### src/rtl/tasm_pkg.sv
// ----------------------------------------------------------------------------
// tasm_pkg
// Shared types, codes and reset values for the Type-C attach state machine.
// ----------------------------------------------------------------------------
package tasm_pkg;

   localparam int TIMER_BITS_DEF = 16;
   localparam int TICK_W         = 16;
   localparam int CSR_IDX_W      = 3;

   typedef enum logic [5:0] {
      ST_DIS_SNK   = 6'b000001,
      ST_DIS_SRC   = 6'b000010,
      ST_DIS_DRP   = 6'b000100,
      ST_UNATT_SNK = 6'b001000,
      ST_ATT_SNK   = 6'b010000,
      ST_ATT_SRC   = 6'b100000
   } st_type;

   localparam logic [2:0] CODE_DIS_SNK   = 3'd0;
   localparam logic [2:0] CODE_DIS_SRC   = 3'd1;
   localparam logic [2:0] CODE_DIS_DRP   = 3'd2;
   localparam logic [2:0] CODE_UNATT_SNK = 3'd3;
   localparam logic [2:0] CODE_ATT_SNK   = 3'd4;
   localparam logic [2:0] CODE_ATT_SRC   = 3'd6;

   localparam logic [1:0] MODE_DRP = 2'd1;
   localparam logic [1:0] MODE_SNK = 2'd2;
   localparam logic [1:0] MODE_SRC = 2'd3;

   localparam logic [1:0] FUNC_TOGGLE  = 2'd0;
   localparam logic [1:0] FUNC_COMP    = 2'd1;
   localparam logic [1:0] FUNC_TICK    = 2'd2;
   localparam logic [1:0] FUNC_RESTART = 2'd3;

   localparam logic [2:0] TRES_SRC_CC1 = 3'd1;
   localparam logic [2:0] TRES_SRC_CC2 = 3'd2;
   localparam logic [2:0] TRES_SNK_CC1 = 3'd5;
   localparam logic [2:0] TRES_SNK_CC2 = 3'd6;

   localparam logic [1:0] KIND_SRC = 2'd0;
   localparam logic [1:0] KIND_SNK = 2'd1;
   localparam logic [1:0] KIND_DRP = 2'd2;

   localparam logic [CSR_IDX_W-1:0] CSR_PORT_KIND  = 3'd0;
   localparam logic [CSR_IDX_W-1:0] CSR_PREF_ROLE  = 3'd1;
   localparam logic [CSR_IDX_W-1:0] CSR_TRY        = 3'd2;
   localparam logic [CSR_IDX_W-1:0] CSR_TRY_WAIT   = 3'd3;
   localparam logic [CSR_IDX_W-1:0] CSR_TOGGLE_CYC = 3'd4;

   localparam logic [TICK_W-1:0] RST_TRY_TICKS      = 16'd75;
   localparam logic [TICK_W-1:0] RST_TRY_WAIT_TICKS = 16'd400;
   localparam logic [TICK_W-1:0] RST_TOGGLE_TICKS   = 16'd140;

   typedef struct packed {
      logic [1:0]        port_kind;
      logic              role_pref;
      logic [TICK_W-1:0] try_ticks;
      logic [TICK_W-1:0] try_wait_ticks;
      logic [TICK_W-1:0] toggle_cycle_ticks;
   } cfg_type;

   typedef struct packed {
      st_type     state;
      logic [1:0] mode;
      logic       timeout_armed;
      logic       fallback_armed;
   } ctl_type;

   function automatic logic [2:0] state_code(st_type s);
      logic [2:0] c;
      unique case (s)
         ST_DIS_SNK:   c = CODE_DIS_SNK;
         ST_DIS_SRC:   c = CODE_DIS_SRC;
         ST_DIS_DRP:   c = CODE_DIS_DRP;
         ST_UNATT_SNK: c = CODE_UNATT_SNK;
         ST_ATT_SNK:   c = CODE_ATT_SNK;
         ST_ATT_SRC:   c = CODE_ATT_SRC;
         default:      c = CODE_DIS_DRP;
      endcase
      return c;
   endfunction

endpackage

### src/rtl/tasm_csr.sv
// ----------------------------------------------------------------------------
// tasm_csr
// Configuration registers: port kind, role preference and timer lengths.
// ----------------------------------------------------------------------------
module tasm_csr
   import tasm_pkg::*;
(
   input  logic                 clock,
   input  logic                 reset,
   input  logic                 csr_valid,
   output logic                 csr_ready,
   input  logic [CSR_IDX_W-1:0] csr_index,
   input  logic [TICK_W-1:0]    csr_data,
   output cfg_type              cfg
);

   cfg_type cfg_ff;
   cfg_type cfg_in;

   assign csr_ready = 1'b1;
   assign cfg       = cfg_ff;

   always_comb begin
      cfg_in = cfg_ff;
      if (csr_valid) begin
         unique case (csr_index)
            CSR_PORT_KIND:  cfg_in.port_kind          = csr_data[1:0];
            CSR_PREF_ROLE:  cfg_in.role_pref          = csr_data[0];
            CSR_TRY:        cfg_in.try_ticks          = csr_data;
            CSR_TRY_WAIT:   cfg_in.try_wait_ticks     = csr_data;
            CSR_TOGGLE_CYC: cfg_in.toggle_cycle_ticks = csr_data;
            default:        cfg_in = cfg_ff;
         endcase
      end
   end

   always_ff @(posedge clock) begin
      if (reset) begin
         cfg_ff.port_kind          <= KIND_DRP;
         cfg_ff.role_pref          <= 1'b0;
         cfg_ff.try_ticks          <= RST_TRY_TICKS;
         cfg_ff.try_wait_ticks     <= RST_TRY_WAIT_TICKS;
         cfg_ff.toggle_cycle_ticks <= RST_TOGGLE_TICKS;
      end else begin
         cfg_ff <= cfg_in;
      end
   end

endmodule

### src/rtl/tasm_step.sv
// ----------------------------------------------------------------------------
// tasm_step
// Next-state logic for one event: transitions, timer arm, count and expiry.
// ----------------------------------------------------------------------------
module tasm_step
   import tasm_pkg::*;
#(
   parameter int TIMER_BITS = TIMER_BITS_DEF
)
(
   input  cfg_type               cfg,
   input  ctl_type               ctl,
   input  logic [TIMER_BITS-1:0] timeout_left,
   input  logic [TIMER_BITS-1:0] fallback_left,
   input  logic [1:0]            func,
   input  logic [2:0]            toggle_result,
   input  logic                  cmp_detach,
   output ctl_type               ctl_nxt,
   output logic [TIMER_BITS-1:0] timeout_left_nxt,
   output logic [TIMER_BITS-1:0] fallback_left_nxt,
   output logic                  pulse,
   output logic                  changed
);

   localparam int LW = (TIMER_BITS > TICK_W) ? TIMER_BITS : TICK_W;
   localparam logic [LW-1:0] TMR_MAX = LW'((64'd1 << TIMER_BITS) - 64'd1);

   function automatic logic [TIMER_BITS-1:0] load_len(logic [TICK_W-1:0] n);
      logic [LW-1:0] w;
      logic [LW-1:0] r;
      w = LW'(n);
      if (w == '0) begin
         r = LW'(1);
      end else if (w > TMR_MAX) begin
         r = TMR_MAX;
      end else begin
         r = w;
      end
      return r[TIMER_BITS-1:0];
   endfunction

   logic                  src_found;
   logic                  snk_found;
   logic [TIMER_BITS-1:0] t_dec;
   logic [TIMER_BITS-1:0] f_dec;
   logic                  t_due;
   logic                  f_due;
   st_type                dis_state;
   st_type                go;
   logic                  go_en;

   assign src_found = (toggle_result == TRES_SRC_CC1) || (toggle_result == TRES_SRC_CC2);
   assign snk_found = (toggle_result == TRES_SNK_CC1) || (toggle_result == TRES_SNK_CC2);
   assign t_dec     = timeout_left - TIMER_BITS'(1);
   assign f_dec     = fallback_left - TIMER_BITS'(1);
   assign t_due     = ctl.timeout_armed && (t_dec == '0);
   assign f_due     = ctl.fallback_armed && (f_dec == '0);

   always_comb begin
      unique case (cfg.port_kind)
         KIND_SRC: dis_state = ST_DIS_SRC;
         KIND_SNK: dis_state = ST_DIS_SNK;
         default:  dis_state = ST_DIS_DRP;
      endcase
   end

   always_comb begin
      ctl_nxt           = ctl;
      timeout_left_nxt  = timeout_left;
      fallback_left_nxt = fallback_left;
      pulse             = 1'b0;
      go                = ctl.state;
      go_en             = 1'b0;

      unique case (func)
         FUNC_TOGGLE: begin
            unique case (ctl.state)
               ST_DIS_SNK: begin
                  if (snk_found) begin
                     go_en = 1'b1;
                     go    = ST_UNATT_SNK;
                  end
               end
               ST_DIS_SRC: begin
                  if (src_found) begin
                     go_en = 1'b1;
                     go    = ST_ATT_SRC;
                  end
               end
               ST_DIS_DRP: begin
                  if (snk_found) begin
                     go_en = 1'b1;
                     go    = cfg.role_pref ? ST_DIS_SRC : ST_UNATT_SNK;
                  end else if (src_found) begin
                     go_en = 1'b1;
                     go    = cfg.role_pref ? ST_ATT_SRC : ST_DIS_SNK;
                     pulse = !cfg.role_pref;
                  end
               end
               default: go_en = 1'b0;
            endcase
         end
         FUNC_COMP: begin
            if ((ctl.state == ST_ATT_SRC) && cmp_detach) begin
               go_en = 1'b1;
               go    = dis_state;
            end
         end
         FUNC_TICK: begin
            if (ctl.timeout_armed) begin
               timeout_left_nxt      = t_dec;
               ctl_nxt.timeout_armed = !t_due;
            end
            if (ctl.fallback_armed) begin
               fallback_left_nxt      = f_dec;
               ctl_nxt.fallback_armed = !f_due;
            end
            if (t_due && (ctl.state == ST_DIS_SNK)) begin
               go_en = 1'b1;
               go    = ST_DIS_SRC;
            end else if (t_due && (ctl.state == ST_DIS_SRC)) begin
               go_en = 1'b1;
               go    = ST_DIS_SNK;
            end else if (f_due && ((ctl.state == ST_DIS_SNK) || (ctl.state == ST_DIS_SRC))) begin
               go_en = 1'b1;
               go    = ST_DIS_DRP;
            end
         end
         FUNC_RESTART: begin
            go_en = 1'b1;
            go    = dis_state;
         end
      endcase

      if (go_en) begin
         ctl_nxt.state          = go;
         ctl_nxt.timeout_armed  = 1'b0;
         ctl_nxt.fallback_armed = 1'b0;
         timeout_left_nxt       = '0;
         fallback_left_nxt      = '0;
         if (go == ST_DIS_SNK) begin
            ctl_nxt.mode = MODE_SNK;
         end else if (go == ST_DIS_SRC) begin
            ctl_nxt.mode = MODE_SRC;
         end else if (go == ST_DIS_DRP) begin
            ctl_nxt.mode = MODE_DRP;
         end
         // arm the try, toggle-cycle or fallback timer that follows the move
         if (func == FUNC_TOGGLE && go == ST_DIS_SRC && ctl.state == ST_DIS_DRP) begin
            ctl_nxt.timeout_armed = 1'b1;
            timeout_left_nxt      = load_len(cfg.try_ticks);
         end else if (func == FUNC_TOGGLE && go == ST_DIS_SNK) begin
            ctl_nxt.timeout_armed = 1'b1;
            timeout_left_nxt      = load_len(cfg.toggle_cycle_ticks);
         end else if (func == FUNC_TICK && go != ST_DIS_DRP) begin
            ctl_nxt.fallback_armed = 1'b1;
            fallback_left_nxt      = load_len(cfg.try_wait_ticks);
         end
      end
      changed = go_en;
   end

endmodule

### src/rtl/typec_attach_state_machine.sv
// ----------------------------------------------------------------------------
// typec_attach_state_machine
// USB Type-C attach state machine for one dual-role capable port.
// ----------------------------------------------------------------------------
// Events enter on the req_ channel (valid/ready): toggle done with its
// result code, comparator change, timer tick, or restart. Each
// event yields exactly one rsp_ beat with the connection state, the toggle
// mode, the pulldown pulse, both timer-armed flags and a changed flag.
// The csr_ channel writes port kind, role preference and the three timer
// lengths (in ticks); csr_ready is always high, write only while idle.
// An event is taken into an input register, evaluated against the state
// registers and written into the response register with the new state.
// One event per cycle is sustained while rsp_ready stays high; the state
// update is a loop from the state registers through the step logic.
// With a beat waiting and rsp_ready low the response register holds, one
// more event waits in the input register and req_ready drops till it moves.
// Synchronous reset enters disabled dual-role with dual-role toggling,
// both timers idle and registers at their defaults.
// ----------------------------------------------------------------------------
module typec_attach_state_machine
   import tasm_pkg::*;
#(
   parameter int TIMER_BITS = TIMER_BITS_DEF
)
(
   input  logic                 clock,
   input  logic                 reset,
   input  logic                 req_valid,
   output logic                 req_ready,
   input  logic [1:0]           req_func,
   input  logic [2:0]           req_toggle_result,
   input  logic                 req_cmp_detach,
   output logic                 rsp_valid,
   input  logic                 rsp_ready,
   output logic [2:0]           rsp_conn_state,
   output logic [1:0]           rsp_toggle_mode,
   output logic                 rsp_pulldown_pulse,
   output logic                 rsp_timeout_running,
   output logic                 rsp_fallback_running,
   output logic                 rsp_changed,
   input  logic                 csr_valid,
   output logic                 csr_ready,
   input  logic [CSR_IDX_W-1:0] csr_index,
   input  logic [TICK_W-1:0]    csr_data
);

   cfg_type               cfg;
   ctl_type               ctl_ff;
   ctl_type               ctl_in;
   logic [TIMER_BITS-1:0] timeout_left_ff;
   logic [TIMER_BITS-1:0] timeout_left_in;
   logic [TIMER_BITS-1:0] fallback_left_ff;
   logic [TIMER_BITS-1:0] fallback_left_in;
   logic                  in_valid_ff;
   logic [1:0]            func_ff;
   logic [2:0]            tres_ff;
   logic                  comp_ff;
   logic                  rsp_valid_ff;
   logic [2:0]            conn_state_ff;
   logic [1:0]            toggle_mode_ff;
   logic                  pulse_ff;
   logic                  timeout_run_ff;
   logic                  fallback_run_ff;
   logic                  changed_ff;
   logic                  pulse_in;
   logic                  changed_in;
   logic                  advance;

   tasm_csr u_csr (
      .clock     (clock),
      .reset     (reset),
      .csr_valid (csr_valid),
      .csr_ready (csr_ready),
      .csr_index (csr_index),
      .csr_data  (csr_data),
      .cfg       (cfg)
   );

   tasm_step #(
      .TIMER_BITS (TIMER_BITS)
   ) u_step (
      .cfg               (cfg),
      .ctl               (ctl_ff),
      .timeout_left      (timeout_left_ff),
      .fallback_left     (fallback_left_ff),
      .func              (func_ff),
      .toggle_result     (tres_ff),
      .cmp_detach        (comp_ff),
      .ctl_nxt           (ctl_in),
      .timeout_left_nxt  (timeout_left_in),
      .fallback_left_nxt (fallback_left_in),
      .pulse             (pulse_in),
      .changed           (changed_in)
   );

   assign advance   = in_valid_ff && (!rsp_valid_ff || rsp_ready);
   assign req_ready = !in_valid_ff || advance;

   always_ff @(posedge clock) begin
      if (reset) begin
         in_valid_ff <= 1'b0;
      end else if (req_ready) begin
         in_valid_ff <= req_valid;
      end
   end

   always_ff @(posedge clock) begin
      if (req_valid && req_ready) begin
         func_ff <= req_func;
         tres_ff <= req_toggle_result;
         comp_ff <= req_cmp_detach;
      end
   end

   always_ff @(posedge clock) begin
      if (reset) begin
         ctl_ff.state          <= ST_DIS_DRP;
         ctl_ff.mode           <= MODE_DRP;
         ctl_ff.timeout_armed  <= 1'b0;
         ctl_ff.fallback_armed <= 1'b0;
         timeout_left_ff       <= '0;
         fallback_left_ff      <= '0;
      end else if (advance) begin
         ctl_ff           <= ctl_in;
         timeout_left_ff  <= timeout_left_in;
         fallback_left_ff <= fallback_left_in;
      end
   end

   always_ff @(posedge clock) begin
      if (reset) begin
         rsp_valid_ff <= 1'b0;
      end else if (advance) begin
         rsp_valid_ff <= 1'b1;
      end else if (rsp_ready) begin
         rsp_valid_ff <= 1'b0;
      end
   end

   always_ff @(posedge clock) begin
      if (advance) begin
         conn_state_ff   <= state_code(ctl_in.state);
         toggle_mode_ff  <= ctl_in.mode;
         pulse_ff        <= pulse_in;
         timeout_run_ff  <= ctl_in.timeout_armed;
         fallback_run_ff <= ctl_in.fallback_armed;
         changed_ff      <= changed_in;
      end
   end

   assign rsp_valid            = rsp_valid_ff;
   assign rsp_conn_state       = conn_state_ff;
   assign rsp_toggle_mode      = toggle_mode_ff;
   assign rsp_pulldown_pulse   = pulse_ff;
   assign rsp_timeout_running  = timeout_run_ff;
   assign rsp_fallback_running = fallback_run_ff;
   assign rsp_changed          = changed_ff;

endmodule

### config.mk
export PLATFORM = sky130hd
export DESIGN_NAME = typec_attach_state_machine
export DESIGN_NICKNAME = d
export VERILOG_FILES = /design/src/rtl/tasm_pkg.sv /design/src/rtl/tasm_csr.sv /design/src/rtl/tasm_step.sv /design/src/rtl/typec_attach_state_machine.sv
export SDC_FILE = /design/constraint.sdc
export NUM_CORES = 1
export LEC_CHECK = 0
export ABC_AREA = 1
export BUFFER_PORTS_ARGS = -buffer_cell sky130_fd_sc_hd__buf_2
export CAP_MARGIN = 10
export CELL_PAD_IN_SITES_DETAIL_PLACEMENT = 1
export CELL_PAD_IN_SITES_GLOBAL_PLACEMENT = 1
export CORE_ASPECT_RATIO = 1.75
export CORE_MARGIN = 8
export CORE_UTILIZATION = 45
export CTS_BUF_LIST = sky130_fd_sc_hd__clkbuf_4
export CTS_CLUSTER_SIZE = 20
export DETAILED_ROUTE_END_ITERATION = 8
export PLACE_DENSITY = 0.87
export REMOVE_ABC_BUFFERS = 1
export SLEW_MARGIN = 10
export SYNTH_ARGS = -nofsm -noshare
export SYNTH_HDL_FRONTEND = slang
export SYNTH_SLANG_ARGS = --single-unit
### constraint.sdc
create_clock -name clock -period 3.6 [get_ports clock]
set_input_delay 0.72 -clock clock [delete_from_list [all_inputs] [get_ports clock]]
set_output_delay 0.72 -clock clock [all_outputs]
set_load 0.005 [all_outputs]
==> results of run 1 <==
## cells in the mapped netlist (2+ instances only)
| cell type | n | area share |
|---|---|---|
| buf_4 | 3 | 0.0036 |
| a21oi_1 | 74 | 0.059 |
| edfxtp_1 | 15 | 0.072 |
| and2_1 | 3 | 0.0030 |
| a211oi_1 | 2 | 0.0024 |
| dfxtp_1 | 95 | 0.30 |
| o31ai_1 | 2 | 0.0024 |
| clkbuf_1 | 21 | 0.013 |
| nor4_1 | 16 | 0.016 |
| a21oi_2 | 3 | 0.0042 |
| buf_2 | 7 | 0.0056 |
| o21ai_0 | 69 | 0.055 |
| inv_1 | 108 | 0.065 |
| buf_6 | 3 | 0.0054 |
| nand2_2 | 3 | 0.0030 |
| nand4_1 | 18 | 0.018 |
| nand3b_1 | 8 | 0.0096 |
| nand3_1 | 84 | 0.067 |
| o211ai_1 | 5 | 0.0060 |
| nand4_2 | 2 | 0.0040 |
| nor2_2 | 8 | 0.0080 |
| xor2_1 | 2 | 0.0028 |
| nor3_1 | 6 | 0.0048 |
| ha_1 | 4 | 0.0080 |
| nor2_1 | 167 | 0.10 |
| nand2_1 | 218 | 0.13 |
| nor3_2 | 2 | 0.0032 |
| o21ai_1 | 14 | 0.011 |
| inv_2 | 6 | 0.0036 |
## kinds of logic (layout without fill, tap and decap cells)
kind of cell | after synthesis | after routing
buffers and inverters | 150 | 185
flip-flops | 110 | 110
AND/OR/NAND/NOR | 538 | 538
adder cells (fa/ha/maj) | 4 | 4
other | 1 | 2
AO/OA/AOI/OAI | 174 | 174
XOR/XNOR | 3 | 3
## cell type report
type	count	area, um2
inverter	115	437
clock inverter	6	55.1
sequential	110	2350
timing repair buffer	54	318
tap	177	221
clock buffer	10	75.1
multi-input combinational	720	3340
antenna	1	2.50
fill	1966	6970
## sequential cells by signal, indices dropped and copies added, names as in the netlist, 2 cells and up
signal and count:
func_ff 2, rsp_toggle_mode 2, u_csr.cfg 51, rsp_conn_state 3
timeout_left_ff 16, ctl_ff 10, fallback_left_ff 16, tres_ff 3
## critical path, delay by kind of cell, from the launching register on
kind	cells	cell delay, ns
and+or+nand+nor	13	1.44
buffers and inverters	4	0.62
AOI/OAI and AO/OA	3	0.51
adders and majority gates	1	0.27
DFF	1	0.38
## worst max path at each step
| stage | from | to | slack, ns | depth (start not counted) |
|---|---|---|---|---|
| 2_1_floorplan | timeout_left_ff[0] | timeout_left_ff[0] | 0.05 | 19 |
| 3_3_place_gp | timeout_left_ff[0] | fallback_left_ff[7] | 0.39 | 19 |
| 3_5_place_dp | timeout_left_ff[0] | fallback_left_ff[14] | 0.17 | 20 |
| 4_1_cts | timeout_left_ff[0] | fallback_left_ff[14] | 0.11 | 20 |
| 5_1_grt | fallback_left_ff[0] | rsp_conn_state[1] | 0.002 | 21 |
| 6_report | timeout_left_ff[0] | timeout_left_ff[6] | 0.33 | 21 |
## through the flow
stage          utilization  power, mW
6_report             0.494       2.76
3_3_place_gp         0.483       2.14
3_5_place_dp         0.483       2.17
5_1_grt              0.494       2.92
2_1_floorplan            -       1.90
4_1_cts              0.493       2.77
## layer usage
layer  vias to the layer above  GRT usage  wire (um)
li1                       3255          -          -
met4                         0      0.150       1250
met3                        81     0.0358        551
met2                       139      0.478      12000
met1                      3207      0.217       7420
met5                         -          0          0
## power by group through the flow
stage | Sequential [mW] | Clock, mW | Combinational (mW)
after floorplan | 1.37 | 0 | 0.532
after global placement | 1.39 | 0 | 0.745
after detailed placement | 1.40 | 0 | 0.772
after CTS | 1.37 | 0.621 | 0.777
after global routing | 1.38 | 0.665 | 0.878
final | 1.37 | 0.613 | 0.778
## what timing repair did
item                                   in CTS  in global routing
endpoints found under the hold margin       0                  0
setup endpoints to repair                   0                 36
buffers inserted                            0                  0
resized for setup                           0                  7
==> metrics.yaml, run 1 <==
die_x_um: 105
switching_share: 0.380
die_y_um: 172
synth_compound_area_frac: 0.146
std_cell_rows: 57
drt-total-wl_um: 21200
synthArstFlopShare: 0
layout_common_cells: "nand2_1, nor2_1, inv_1"
overflow: 0
ctsHoldBuffers: 0
finClkSkew_ns: 0.0355
crit_chain: "inv_1 > ha_2 > nand2_2 > nor2_2 > nand2_1 > nand2_1 > nand2_1 > nor2_2 > nand2_1 > nor2_2 > nand4_1 > nand2_1 > o21ai_1 > a21oi_4 > inv_4 > buf_4 > nand3_1 > inv_1 > nor2_1 > nand2_1 > a21oi_1"
critical_path_class: "reg -> reg"
clockBufferDepth: 2
slowest_delay_ns: 0.38
synth_top_family_by_area: "simple AND/OR/NAND/NOR gates"
status: "finished clean"
drv_cap: 0
setup_tns_ns: 0
core_mm2: 0.0138
syn_to_final_growth_pct: 8.18
min-delay-start: "req_toggle_result[0]"
fin_cells: 1193
r2r-start: "timeout_left_ff[0]"
pwr-share-comb: 0.282
ys_types: 41
clkTransAtPathRegs_ns: 0.19
avgSynthCellArea_um2: 6.41
placed_cell_area_mm2: 0.00665
setup_viol: 0
cp.required_ns: 4.04
dieArea_mm2: 0.0182
stdcell_area_mm2: 0.00680
setup.worst_path.start_class: "register"
holdWs_ns: 0.396
clkPwrFrac: 0.222
gr-usage-all-layers: 0.239
ioPinCount: 42
drc: 0
peakVddDrop_mv: 0.211
reg2reg_slack_ns: 0.33
power_density_mw_per_mm2: 406
ant_nets: 0
dr.pass1.iters: 5
ys_ff_latch: 110
synth-main-ff-cell: "dfxtp_1"
holdPathEnd: "tres_ff[0]"
synth_cells: 980
finalHoldViolations: 0
grt_pass1_wl_um: 34500
cts_root_buffer: "clkbuf_4"
cp.arrival_ns: 3.71
fmax_mhz: 306
synthSimpleGateAreaFrac: 0.370
grt_max_degree: 68
setup_slack_ns: 0.328
period_share: 0.909
layout.nets: 1044
syn-cell-area_mm2: 0.00628
internal-power_mw: 1.71
antenna_found_initial: 1
start_util: 0.457
crit_fanout: 21
p_switching_mw: 1.05
relSlewSlack: 0.512
critPathSlowestCell: "dfxtp_2"
final_common_cell: "nand2_1"
gp_congestion: 0.945
routedWlPerCell_um: 17.8
drive_above_1_share: 0.0975
finalCriticalPeriod_ns: 3.27
synth-edff-count: 15
hold_class: "in -> reg"
h-tree-depth: 3
p_leak_nw: 3.16
io_buffer_count: 40
synth_fa_ha_area_frac: 0.00796
power_frac_seq: 0.496
via_per_inst: 5.60
ys_seq_area_frac: 0.374
grt_pass1_vias: 7048
crit_top_cell: "nand2_1"
cts.sink_count: 110
cts_buffers: 9
dp_hpwl_um: 16800
worstMarginPinSlew_ns: 0.726
drtIter0Drc: 255
via_count: 6682
finalMaxSlewViolations: 0
hold_depth: 1
clock_latency_ns: 0.50
crit_path_end_kind: "register"
rsz0062_at_grt: "false"
dpl_worst_slack_ns: 0.169
yosys_warnings: 0
synth_xor_xnor_area_share: 0.00418
synth_mux_area_frac: 0
reg2reg_to: "timeout_left_ff[6]"
r2r_cells: 21
dp_cells: 1176
cts_tree: "done"
Note: power is estimated with default switching activity, not from simulation.
==> run 2: changes to the inputs <==
--- a/config.mk
+++ b/config.mk
@@ -18,6 +18,7 @@
 export DETAILED_ROUTE_END_ITERATION = 8
 export PLACE_DENSITY = 0.87
 export REMOVE_ABC_BUFFERS = 1
+export SETUP_SLACK_MARGIN = 0.5
 export SLEW_MARGIN = 10
 export SYNTH_ARGS = -nofsm -noshare
 export SYNTH_HDL_FRONTEND = slang
==> metrics.yaml, run 2 (synthesis gave the netlist of run 1 again) <==
status: "finished clean"  # unchanged
cts_buffers: 9  # unchanged
worstMarginPinSlew_ns: 0.743  # was 0.726 ns
setup.worst_path.start_class: "register"  # unchanged
critical_path_class: "reg -> reg"  # unchanged
layout.nets: 1055  # was 1044
cts_tree: "done"  # unchanged
relSlewSlack: 0.500  # was 0.512
fill_cells: 1921  # was 1966
grt_pass1_wl_um: 34700  # was 34500 um
setup_slack_ns: 0.606  # was 0.328 ns
syn_to_final_growth_pct: 14.4  # was 8.18%
drtIter0Drc: 318  # was 255
cts_root_buffer: "clkbuf_4"  # unchanged
core_mm2: 0.0138  # unchanged
fmax_mhz: 334  # was 306 MHz
setup_tns_ns: 0  # unchanged
cts.sink_count: 110  # unchanged
antenna_found_initial: 1  # unchanged
period_share: 0.832  # was 0.909
clkTransAtPathRegs_ns: 0.18  # was 0.19 ns
peakVddDrop_mv: 0.216  # was 0.211 mV
cp.arrival_ns: 3.41  # was 3.71 ns
fin_cells: 1204  # was 1193
drt-total-wl_um: 22600  # was 21200 um
crit_path_end_kind: "register"  # unchanged
io_buffer_count: 40  # unchanged
grt_pass1_vias: 7048  # unchanged
dp_hpwl_um: 16800  # unchanged
finalCriticalPeriod_ns: 2.99  # was 3.27 ns
dp_cells: 1176  # unchanged
final_common_cell: "nand2_1"  # unchanged
std_cell_rows: 57  # unchanged
finClkSkew_ns: 0.0331  # was 0.0355 ns
largest_reg_flops: 51  # unchanged
gp_congestion: 0.945  # unchanged
dr.pass1.iters: 7  # was 5
drv_cap: 0  # unchanged
ant_nets: 0  # unchanged
power_density_mw_per_mm2: 398  # was 406 mW/mm2
ioPinCount: 42  # unchanged
dieArea_mm2: 0.0182  # unchanged
overflow: 0  # unchanged
via_per_inst: 5.70  # was 5.60
setup_viol: 0  # unchanged
die_y_um: 172  # unchanged
drive_above_1_share: 0.164  # was 0.0975
crit_fanout: 8  # was 21
finalMaxSlewViolations: 0  # unchanged
final-seq-area_mm2: 0.00237  # was 0.00235 mm2
p_leak_nw: 3.32  # was 3.16 nW
die_x_um: 105  # unchanged
finalHoldViolations: 0  # unchanged
h-tree-depth: 3  # unchanged
dpl_worst_slack_ns: 0.169  # unchanged
clockBufferDepth: 2  # unchanged
hold_class: "in -> reg"  # unchanged
via_count: 6860  # was 6682
cp.required_ns: 4.02  # was 4.04 ns
ctsHoldBuffers: 0  # unchanged
clock_latency_ns: 0.49  # was 0.50 ns
start_util: 0.457  # unchanged
rsz0062_at_grt: "false"  # unchanged
grt_max_degree: 68  # unchanged
routedWlPerCell_um: 18.8  # was 17.8 um
multi_input_area_mm2: 0.00355  # was 0.00334 mm2
gr-usage-all-layers: 0.240  # was 0.239
layout_common_cells: "nand2_1, nor2_1, inv_1"  # unchanged
drc: 0  # unchanged
[run 2: routing by layer]
metal  GRT usage  vias to the layer above  part of all wire
met1       0.220                     3328              0.35
met4       0.150                        0             0.061
li1            -                     3282                 -
met2       0.482                      163              0.56
met3      0.0325                       87             0.026
met5           0                        -                 0
[run 2: metrics by stage]
step	hold WS [ns]	power (mW)	utilization	instance area, um2
floorplan	0.434	1.90	-	6110
global placement	0.452	2.14	0.483	6650
detailed placement	0.471	2.17	0.483	6650
CTS	0.390	2.78	0.496	6830
global route	0.378	3.02	0.522	7190
finish	0.414	2.86	0.522	7190
[run 2: worst max-delay path: stages, from the launching register on]
cell      delay [ns]
dfxtp_2         0.40
nor2_2          0.17
nand2_1         0.14
nor2_2          0.15
nand2_1         0.07
nand2_1         0.08
nand2_1         0.11
nor2_2          0.14
nand2_1         0.08
nor2_2          0.16
nand4_1         0.16
nand2_1         0.12
o21ai_1         0.09
a21oi_2         0.13
buf_4           0.15
clkinv_4        0.07
o21ai_2         0.08
nand2_4         0.12
buf_12          0.17
inv_2           0.08
o21ai_0         0.09
a21oi_1         0.17
[run 2: layout make-up]
cell class,instances,area share
sequential,110,0.330
timing repair buffer,64,0.0635
antenna,1,0.000348
clock inverter,6,0.00766
inverter,115,0.0625
tap,177,0.0308
timing repair inverter,1,0.000696
multi-input combinational,720,0.494
clock buffer,10,0.0104
[run 2: worst paths after layout]
kind	startpoint	end	slack, ns	cells after the start
max	timeout_left_ff[2]	timeout_left_ff[9]	0.61	21
min	req_toggle_result[0]	tres_ff[0]	0.41	1
max reg2reg	timeout_left_ff[2]	timeout_left_ff[9]	0.61	21
min reg2reg	u_csr.cfg[8]	u_csr.cfg[8]	0.49	2
[run 2: repair_timing]
action                     in CTS  in global routing
buffers inserted                1                  6
resized for setup              13                 80
hold endpoints to repair        0                  0
setup endpoints to repair      38                 43
pin swaps                       0                 11
gates cloned                    0                  4
[run 2: power breakdown]
group          switching, mW  internal, mW
combinational          0.589         0.285
clock                  0.450         0.162
sequential            0.0682          1.31
